===== src/sv/pidc_pkg.sv =====
`timescale 1ns / 1ps
// ----------------------------------------------------------------------------
// pidc_pkg
// Shared types and constants for the clamped PID controller: register map,
// configuration bundle, multiply-add operation and sequencer states.
// ----------------------------------------------------------------------------
package pidc_pkg;

	typedef enum logic [2:0] {
		REG_GAIN_P,
		REG_GAIN_I,
		REG_GAIN_D,
		REG_TIME_STEP,
		REG_SETPOINT,
		REG_OUT_MIN,
		REG_OUT_MAX
	} reg_idx_t;

	localparam logic [15:0] GAIN_P_RST    = 16'd128;
	localparam logic [15:0] GAIN_I_RST    = 16'd51;
	localparam logic [15:0] GAIN_D_RST    = 16'd0;
	localparam logic [15:0] TIME_STEP_RST = 16'd655;
	localparam logic [15:0] SETPOINT_RST  = 16'd0;
	localparam logic [31:0] OUT_MIN_RST   = 32'h8000_0000;
	localparam logic [31:0] OUT_MAX_RST   = 32'h7FFF_FFFF;

	localparam logic [5:0] DIV_LAST = 6'd41;

	typedef struct packed {
		logic [15:0] gain_p;
		logic [15:0] gain_i;
		logic [15:0] gain_d;
		logic [15:0] time_step;
		logic [15:0] setpoint;
		logic [31:0] out_min;
		logic [31:0] out_max;
	} cfg_t;

	typedef enum logic [1:0] {
		SH_0,
		SH_22,
		SH_24
	} sh_t;

	typedef struct packed {
		logic [63:0] addend;
		logic [17:0] a;
		logic [25:0] b;
		sh_t         sh;
	} mac_op_t;

	typedef enum logic [3:0] {
		ST_IDLE,
		ST_ERR,
		ST_INT,
		ST_DIFF,
		ST_DIV,
		ST_I_LO,
		ST_I_HI,
		ST_D_LO,
		ST_D_HI,
		ST_P,
		ST_CLMIN,
		ST_CLMAX
	} state_t;

endpackage


===== src/sv/pid_controller_clamped.sv =====
`timescale 1ns / 1ps
// ----------------------------------------------------------------------------
// pid_controller_clamped
// Fixed-point PID controller with output clamp, built around one shared
// multiply-add unit stepped by a sequencer.
//
//   channel   | direction | handshake                 | payload
//   ----------+-----------+---------------------------+-------------------
//   sample    | in        | sample_valid/sample_stall | sample  Q8.8
//   drive     | out       | drive_valid/drive_stall   | drive   Q16.16
//   config    | in        | wr_en                     | wr_index, wr_data
//
// When the time step is nonzero the derivative is found by a bit-serial
// divide; when it is zero the divide is skipped. The multiply-add unit is
// the single multiplier; the clamp compares lie outside it.
// Reset clears the integral and previous error and loads default gains.
// The block takes a new sample only while its sequencer is idle; a result
// waiting on drive_stall holds the sequencer in its last step.
// ----------------------------------------------------------------------------
module pid_controller_clamped (
	input  logic        clk,
	input  logic        arst_n,
	input  logic        wr_en,
	input  logic [2:0]  wr_index,
	input  logic [31:0] wr_data,
	input  logic        sample_valid,
	output logic        sample_stall,
	input  logic [15:0] sample,
	output logic        drive_valid,
	input  logic        drive_stall,
	output logic [31:0] drive
);

	pidc_pkg::cfg_t    cfg;
	pidc_pkg::mac_op_t mac_op;
	logic [63:0]       mac_res;

	pidc_pkg::state_t state_q, state_d;

	logic [15:0] sample_q;
	logic [16:0] err_q;
	logic [47:0] error_sum_q;
	logic [16:0] last_error_q;
	logic        neg_q;
	logic [41:0] dvd_q;
	logic [15:0] rem_q;
	logic [41:0] quo_q;
	logic [5:0]  cnt_q;
	logic [63:0] acc_q;
	logic [31:0] drive_q;
	logic        drive_valid_q;

	logic [16:0] gd_x;
	logic [16:0] gd_s;
	logic [17:0] diff;
	logic [17:0] mag;
	logic        advance_out;

	pidc_cfg u_cfg (
		.clk      (clk),
		.arst_n   (arst_n),
		.wr_en    (wr_en),
		.wr_index (wr_index),
		.wr_data  (wr_data),
		.cfg      (cfg)
	);

	pidc_mac u_mac (
		.op  (mac_op),
		.res (mac_res)
	);

	assign sample_stall = (state_q != pidc_pkg::ST_IDLE);
	assign advance_out  = !drive_valid_q || !drive_stall;

	assign gd_x = {cfg.gain_d[15], cfg.gain_d};
	assign gd_s = neg_q ? 17'(-gd_x) : gd_x;
	assign diff = mac_res[17:0];
	assign mag  = diff[17] ? 18'(-diff) : diff;

	always_ff @(posedge clk or negedge arst_n) begin
		if (!arst_n) begin
			state_q <= pidc_pkg::ST_IDLE;
		end else begin
			state_q <= state_d;
		end
	end

	always_comb begin
		state_d       = state_q;
		mac_op.addend = 64'd0;
		mac_op.a      = 18'd0;
		mac_op.b      = 26'd0;
		mac_op.sh     = pidc_pkg::SH_0;
		case (state_q)
			pidc_pkg::ST_IDLE: begin
				if (sample_valid) begin
					state_d = pidc_pkg::ST_ERR;
				end
			end
			pidc_pkg::ST_ERR: begin
				mac_op.addend = {{48{cfg.setpoint[15]}}, cfg.setpoint};
				mac_op.a      = '1;
				mac_op.b      = {{10{sample_q[15]}}, sample_q};
				state_d       = pidc_pkg::ST_INT;
			end
			pidc_pkg::ST_INT: begin
				mac_op.addend = {{16{error_sum_q[47]}}, error_sum_q};
				mac_op.a      = {err_q[16], err_q};
				mac_op.b      = {10'd0, cfg.time_step};
				state_d       = pidc_pkg::ST_DIFF;
			end
			pidc_pkg::ST_DIFF: begin
				mac_op.addend = {{47{err_q[16]}}, err_q};
				mac_op.a      = '1;
				mac_op.b      = {{9{last_error_q[16]}}, last_error_q};
				state_d       = (cfg.time_step == 16'd0) ? pidc_pkg::ST_I_LO
				                                         : pidc_pkg::ST_DIV;
			end
			pidc_pkg::ST_DIV: begin
				mac_op.addend = {47'd0, rem_q, dvd_q[41]};
				mac_op.a      = '1;
				mac_op.b      = {10'd0, cfg.time_step};
				if (cnt_q == pidc_pkg::DIV_LAST) begin
					state_d = pidc_pkg::ST_I_LO;
				end
			end
			pidc_pkg::ST_I_LO: begin
				mac_op.a = {{2{cfg.gain_i[15]}}, cfg.gain_i};
				mac_op.b = {2'd0, error_sum_q[23:0]};
				state_d  = pidc_pkg::ST_I_HI;
			end
			pidc_pkg::ST_I_HI: begin
				mac_op.addend = acc_q;
				mac_op.a      = {{2{cfg.gain_i[15]}}, cfg.gain_i};
				mac_op.b      = {{2{error_sum_q[47]}}, error_sum_q[47:24]};
				mac_op.sh     = pidc_pkg::SH_24;
				state_d       = pidc_pkg::ST_D_LO;
			end
			pidc_pkg::ST_D_LO: begin
				mac_op.addend = {{8{acc_q[63]}}, acc_q[63:16], 8'd0};
				mac_op.a      = {gd_s[16], gd_s};
				mac_op.b      = {4'd0, quo_q[21:0]};
				state_d       = pidc_pkg::ST_D_HI;
			end
			pidc_pkg::ST_D_HI: begin
				mac_op.addend = acc_q;
				mac_op.a      = {gd_s[16], gd_s};
				mac_op.b      = {6'd0, quo_q[41:22]};
				mac_op.sh     = pidc_pkg::SH_22;
				state_d       = pidc_pkg::ST_P;
			end
			pidc_pkg::ST_P: begin
				mac_op.addend = {{8{acc_q[63]}}, acc_q[63:8]};
				mac_op.a      = {err_q[16], err_q};
				mac_op.b      = {{10{cfg.gain_p[15]}}, cfg.gain_p};
				state_d       = pidc_pkg::ST_CLMIN;
			end
			pidc_pkg::ST_CLMIN: begin
				state_d = pidc_pkg::ST_CLMAX;
			end
			pidc_pkg::ST_CLMAX: begin
				if (advance_out) begin
					state_d = pidc_pkg::ST_IDLE;
				end
			end
			default: begin
				state_d = pidc_pkg::ST_IDLE;
			end
		endcase
	end

	always_ff @(posedge clk or negedge arst_n) begin
		if (!arst_n) begin
			error_sum_q  <= '0;
			last_error_q <= '0;
			cnt_q        <= '0;
		end else begin
			case (state_q)
				pidc_pkg::ST_INT: begin
					if (mac_res[63:47] == {17{mac_res[47]}}) begin
						error_sum_q <= mac_res[47:0];
					end else begin
						error_sum_q <= mac_res[63] ? {1'b1, 47'd0} : {1'b0, {47{1'b1}}};
					end
				end
				pidc_pkg::ST_DIFF: begin
					last_error_q <= err_q;
					cnt_q        <= '0;
				end
				pidc_pkg::ST_DIV: begin
					cnt_q <= cnt_q + 6'd1;
				end
				default: ;
			endcase
		end
	end

	always_ff @(posedge clk) begin
		case (state_q)
			pidc_pkg::ST_IDLE: begin
				sample_q <= sample;
			end
			pidc_pkg::ST_ERR: begin
				err_q <= mac_res[16:0];
			end
			pidc_pkg::ST_DIFF: begin
				neg_q <= diff[17];
				dvd_q <= {mag, 24'd0};
				rem_q <= '0;
				quo_q <= '0;
			end
			pidc_pkg::ST_DIV: begin
				dvd_q <= {dvd_q[40:0], 1'b0};
				if (!mac_res[63]) begin
					rem_q <= mac_res[15:0];
					quo_q <= {quo_q[40:0], 1'b1};
				end else begin
					rem_q <= {rem_q[14:0], dvd_q[41]};
					quo_q <= {quo_q[40:0], 1'b0};
				end
			end
			pidc_pkg::ST_I_LO, pidc_pkg::ST_I_HI, pidc_pkg::ST_D_LO,
			pidc_pkg::ST_D_HI, pidc_pkg::ST_P: begin
				acc_q <= mac_res;
			end
			pidc_pkg::ST_CLMIN: begin
				if ($signed(acc_q) < $signed({{32{cfg.out_min[31]}}, cfg.out_min})) begin
					acc_q <= {{32{cfg.out_min[31]}}, cfg.out_min};
				end
			end
			pidc_pkg::ST_CLMAX: begin
				if (advance_out) begin
					if ($signed(acc_q) > $signed({{32{cfg.out_max[31]}}, cfg.out_max})) begin
						drive_q <= cfg.out_max;
					end else begin
						drive_q <= acc_q[31:0];
					end
				end
			end
			default: ;
		endcase
	end

	always_ff @(posedge clk or negedge arst_n) begin
		if (!arst_n) begin
			drive_valid_q <= 1'b0;
		end else if (state_q == pidc_pkg::ST_CLMAX && advance_out) begin
			drive_valid_q <= 1'b1;
		end else if (!drive_stall) begin
			drive_valid_q <= 1'b0;
		end
	end

	assign drive_valid = drive_valid_q;
	assign drive       = drive_q;

	a_accept_starts: assert property (@(posedge clk) disable iff (!arst_n)
		sample_valid && !sample_stall |=> state_q == pidc_pkg::ST_ERR)
		else $error("sample transfer did not start the sequencer");

	a_div_bound: assert property (@(posedge clk) disable iff (!arst_n)
		state_q == pidc_pkg::ST_DIV |-> cnt_q <= pidc_pkg::DIV_LAST)
		else $error("divide step count overran");

	a_rem_below: assert property (@(posedge clk) disable iff (!arst_n)
		state_q == pidc_pkg::ST_DIV |-> rem_q < cfg.time_step)
		else $error("divide remainder not below time step");

	a_result_src: assert property (@(posedge clk) disable iff (!arst_n)
		$rose(drive_valid_q) |-> $past(state_q) == pidc_pkg::ST_CLMAX)
		else $error("result raised outside the clamp step");

endmodule


===== src/sv/pidc_cfg.sv =====
`timescale 1ns / 1ps
// ----------------------------------------------------------------------------
// pidc_cfg
// Configuration register file: gains, time step, setpoint and output limits.
// ----------------------------------------------------------------------------
module pidc_cfg (
	input  logic             clk,
	input  logic             arst_n,
	input  logic             wr_en,
	input  logic [2:0]       wr_index,
	input  logic [31:0]      wr_data,
	output pidc_pkg::cfg_t   cfg
);

	pidc_pkg::cfg_t cfg_q;

	always_ff @(posedge clk or negedge arst_n) begin
		if (!arst_n) begin
			cfg_q.gain_p    <= pidc_pkg::GAIN_P_RST;
			cfg_q.gain_i    <= pidc_pkg::GAIN_I_RST;
			cfg_q.gain_d    <= pidc_pkg::GAIN_D_RST;
			cfg_q.time_step <= pidc_pkg::TIME_STEP_RST;
			cfg_q.setpoint  <= pidc_pkg::SETPOINT_RST;
			cfg_q.out_min   <= pidc_pkg::OUT_MIN_RST;
			cfg_q.out_max   <= pidc_pkg::OUT_MAX_RST;
		end else if (wr_en) begin
			case (pidc_pkg::reg_idx_t'(wr_index))
				pidc_pkg::REG_GAIN_P:    cfg_q.gain_p    <= wr_data[15:0];
				pidc_pkg::REG_GAIN_I:    cfg_q.gain_i    <= wr_data[15:0];
				pidc_pkg::REG_GAIN_D:    cfg_q.gain_d    <= wr_data[15:0];
				pidc_pkg::REG_TIME_STEP: cfg_q.time_step <= wr_data[15:0];
				pidc_pkg::REG_SETPOINT:  cfg_q.setpoint  <= wr_data[15:0];
				pidc_pkg::REG_OUT_MIN:   cfg_q.out_min   <= wr_data;
				pidc_pkg::REG_OUT_MAX:   cfg_q.out_max   <= wr_data;
				default: ;
			endcase
		end
	end

	assign cfg = cfg_q;

endmodule


===== src/sv/pidc_mac.sv =====
`timescale 1ns / 1ps
// ----------------------------------------------------------------------------
// pidc_mac
// Shared multiply-add unit: addend + (a * b) << shift, signed, 64-bit result.
// ----------------------------------------------------------------------------
module pidc_mac (
	input  pidc_pkg::mac_op_t op,
	output logic [63:0]       res
);

	logic signed [43:0] prod;
	logic        [63:0] prod_ext;
	logic        [63:0] prod_sh;

	assign prod     = $signed(op.a) * $signed(op.b);
	assign prod_ext = {{20{prod[43]}}, prod};

	always_comb begin
		case (op.sh)
			pidc_pkg::SH_0:  prod_sh = prod_ext;
			pidc_pkg::SH_22: prod_sh = {prod_ext[41:0], 22'b0};
			pidc_pkg::SH_24: prod_sh = {prod_ext[39:0], 24'b0};
			default:         prod_sh = prod_ext;
		endcase
	end

	assign res = op.addend + prod_sh;

endmodule


===== config.mk =====
export PLATFORM = sky130hd
export DESIGN_NAME = pid_controller_clamped
export DESIGN_NICKNAME = d
export VERILOG_FILES = /design/src/sv/pidc_pkg.sv /design/src/sv/pid_controller_clamped.sv /design/src/sv/pidc_cfg.sv /design/src/sv/pidc_mac.sv
export SDC_FILE = /design/constraint.sdc
export NUM_CORES = 2
export LEC_CHECK = 0
export BUFFER_PORTS_ARGS = -buffer_cell sky130_fd_sc_hd__buf_2
export CAP_MARGIN = 10
export CORE_UTILIZATION = 40
export CTS_BUF_LIST = sky130_fd_sc_hd__clkbuf_4
export CTS_CLUSTER_DIAMETER = 80
export DETAILED_ROUTE_END_ITERATION = 8
export SLEW_MARGIN = 5
export SYNTH_ARGS = -nofsm -noshare
export SYNTH_HDL_FRONTEND = slang
export SYNTH_SLANG_ARGS = --single-unit

===== constraint.sdc =====
create_clock -name clk -period 20.7 [get_ports clk]
set_clock_uncertainty 0.2 [all_clocks]
set_input_delay 0 -clock clk [delete_from_list [all_inputs] [get_ports clk]]
set_output_delay 0 -clock clk [all_outputs]
set_load 0.01 [all_outputs]

==> flow_metrics.env <==
export IMPL_ant_nets=0
export IMPL_timing_critical_path_to="error_sum_q[22]$_DFFE_PN0N_"
export IMPL_max_cap_viol_count=0
export IMPL_syn_area_per_cell_sq_um=9.32
export IMPL_timing_worst_setup_path_type="reg2reg"
export IMPL_postSynthNetCount=5498
export IMPL_final_setup_tns_ps=0
export IMPL_timing_critical_path_mode_cell="fa_1"
export IMPL_floorplan_core_area_sq_mm=0.108
export IMPL_gr_overflow_total=0
export IMPL_grt_setup_unrepaired="false"
export IMPL_worst_slew_pin_transition_ps=1150
export IMPL_initial_utilization_pct=40.6
export IMPL_critical_path_slowest_cell="dfrtp_1"
export IMPL_cp_num_buf_inv=5
export IMPL_synth_cell_types=83
export IMPL_ctsHoldBuffers=115
export IMPL_synth_warnings=0
export IMPL_finalHoldViolCount=0
export IMPL_clkTransAtPathRegs_ps=70
export IMPL_io_buffer_count=89
export IMPL_die_area_sq_mm=0.111
export IMPL_grt_usage_pct=27.0
export IMPL_worstPathArrival_ps=16920
export IMPL_status="finished with violations"
export IMPL_cts_num_sinks=426
export IMPL_crit_required_ps=21170
export IMPL_via_per_inst=5.77
export IMPL_r2r_start="state_q[2]$_DFFE_PN0P_"
export IMPL_clockRootBuffer="clkbuf_4"
export IMPL_synth_edf_count=206
export IMPL_vias=36557
export IMPL_failed_checks="design-rule violations"
export IMPL_fp_row_count=120
export IMPL_synth_async_reset_ratio_pct=51.6
export IMPL_yosys_area_top_type="fa_1"
export IMPL_worstSetupPathDepth=41
export IMPL_htree_levels=3
export IMPL_routabilityCongestion=1.02
export IMPL_floorplan_die_height_microns=333
export IMPL_routed_wirelength_microns=150000
export IMPL_worstSetupEndpointType="register"
export IMPL_max_freq_mhz=60.8
export IMPL_synthDominantCellAreaShare_pct=20.5
export IMPL_final_layout_size_suffix_gt1_share_pct=12.5
export IMPL_drt_iter0_markers=4116
export IMPL_crit_reg2reg_capture="error_sum_q[22]$_DFFE_PN0N_"
export IMPL_ys_seq_area_share_pct=26.9
export IMPL_yosys_top_cells_area="fa_1 (20%), edfxtp_1 (14%), dfrtp_1 (10%)"
export IMPL_clock_latency_ps=890
export IMPL_min_cycle_time_layout_ps=16450
export IMPL_dp_hpwl_microns=116000
export IMPL_critical_path_top_delay_family="compound AO/OA/AOI/OAI gates"
export IMPL_fp_dieW_microns=333
export IMPL_grt_first_pass_wirelength_microns=227000
export IMPL_maxSlewViolCount=0
export IMPL_drc_errors=9
export IMPL_ys_ff_latch=426
export IMPL_most_common_cell_after_layout_fill_and_taps_aside="inv_1"
export IMPL_synth_main_ff_cell="edfxtp_1"
export IMPL_clock_tree_from_tritoncts="yes"
export IMPL_worstPathMaxFanout=48
export IMPL_ctsResizeCount=0
export IMPL_post_route_period_util_pct=79.5
export IMPL_clockBufferDepth=3
export IMPL_io_pins=90
export IMPL_vias_in_the_first_global_route=36050
export IMPL_antenna_violations_before_repair=15
export IMPL_largest_net_degree_at_the_start_of_global_routing=80
export IMPL_finalSetupViolCount=0
export IMPL_design_final_nets=5643
export IMPL_drt_first_pass_iters=9
export IMPL_slowest_delay_ps=950
export IMPL_syn_cell_area_sq_mm=0.0437
export IMPL_r2r_worst_path_cells=41
export IMPL_layout_area_overhead_vs_synth_pct=10.6
export IMPL_syn_instance_count=4690
export IMPL_cts_setup_buffers=0
export IMPL_numCtsBuffers=102
export IMPL_setup_reg_to_reg_worst_slack_ps=4250
export IMPL_layout_cells_most_common_list="inv_1 (634), nand2_1 (630), fa_1 (447)"
export IMPL_startpoint_type="register"
export IMPL_critPathLaunch="state_q[2]$_DFFE_PN0P_"
export IMPL_routed_length_per_instance_microns=23.7
export IMPL_hp_class="in2reg"
export IMPL_slew_limit_headroom_pct=23.4
## sequential cells by signal, summed over array words and instances, names as in the netlist
register and flops:
cnt_q 6, sample_q 16, u_cfg.cfg 144, dvd_q 18, drive 32, error_sum_q 48
err_q 17, quo_q 42, rem_q 16, last_error_q 17, state_q 4, drive_valid 1
acc_q 64, neg_q 1
## cell usage after synthesis (all sizes together), types with 16 or more instances
library cell and instances:
a211oi 24, a21o 102, a21oi 190, a221oi 39, a222oi 50, a22oi 66, a31oi 17, and2 102
buf 24, clkbuf 217, dfrtp 177, dfstp 43, edfxtp 206, fa 447, ha 305, inv 635
mux2 175, mux2i 22, nand2 630, nand2b 35, nand3 60, nand4 59, nor2 303, nor2b 44
nor3 41, nor4 20, o211ai 16, o21a 24, o21ai 233, o22ai 38, o32ai 16, or3 40
xnor2 74, xor2 49
## routing by layer
metal  GRT usage [%]  wire length, microns
met5               0                    38
met2            41.8                 67800
met4            7.67                  4170
met1            38.3                 64700
met3            5.26                 13200
## area by class of cell
cell class,count,area (sq um)
clock inverter,35,170
sequential,426,11700
fill,10461,59300
tap,1403,1760
timing repair buffer,282,2210
clock buffer,157,1180
antenna,5,12.5
multi-input combinational,3386,28900
inverter,637,2390
## cell families after synthesis
group                    after synthesis  synth area share [%]
adder cells (fa/ha/maj)              752                  29.2
AND/OR/NAND/NOR                     1380                  14.3
AO/OA/AOI/OAI                        934                  14.5
multiplexers                         197                  5.01
flip-flops                           426                  26.9
buffers and inverters                878                  7.64
XOR/XNOR                             123                  2.46
## worst min-delay path, delay by kind of cell
| family | cells | cell delay [ps] |
|---|---|---|
| buf+inv | 2 | 790 |
| mux | 1 | 320 |
## stage by stage
step,instance area (sq um),instances,utilization [%],worst slack (ps),hold WS [ps]
6_report,48400,6331,44.9,4250,76.8
5_1_grt,48400,6328,44.9,3250,10.4
4_1_cts,48300,6326,44.9,4510,0.470
3_5_place_dp,45800,6019,42.6,4570,-254
3_3_place_gp,45800,6019,42.6,4970,-254
2_1_floorplan,43700,4690,-,8560,-496
## how the worst min path moves through the flow
stage / from / endpoint / slack, ps / cells past startpoint
floorplan: arst_n / cnt_q[0]$_DFFE_PN0P_ / -500 / 0
global placement: arst_n / u_cfg.cfg[31]$_DFFE_PN0P_ / -250 / 1
detailed placement: arst_n / u_cfg.cfg[31]$_DFFE_PN0P_ / -250 / 1
CTS: wr_data[15] / u_cfg.cfg[15]$_DFFE_PN1P_ / 0.5 / 3
global route: wr_data[11] / u_cfg.cfg[11]$_DFFE_PN1P_ / 10 / 3
finish: wr_data[15] / u_cfg.cfg[15]$_DFFE_PN1P_ / 80 / 3
Power is not shown: default switching activity piles up to over one toggle a cycle in this logic, so the estimate is an artifact.
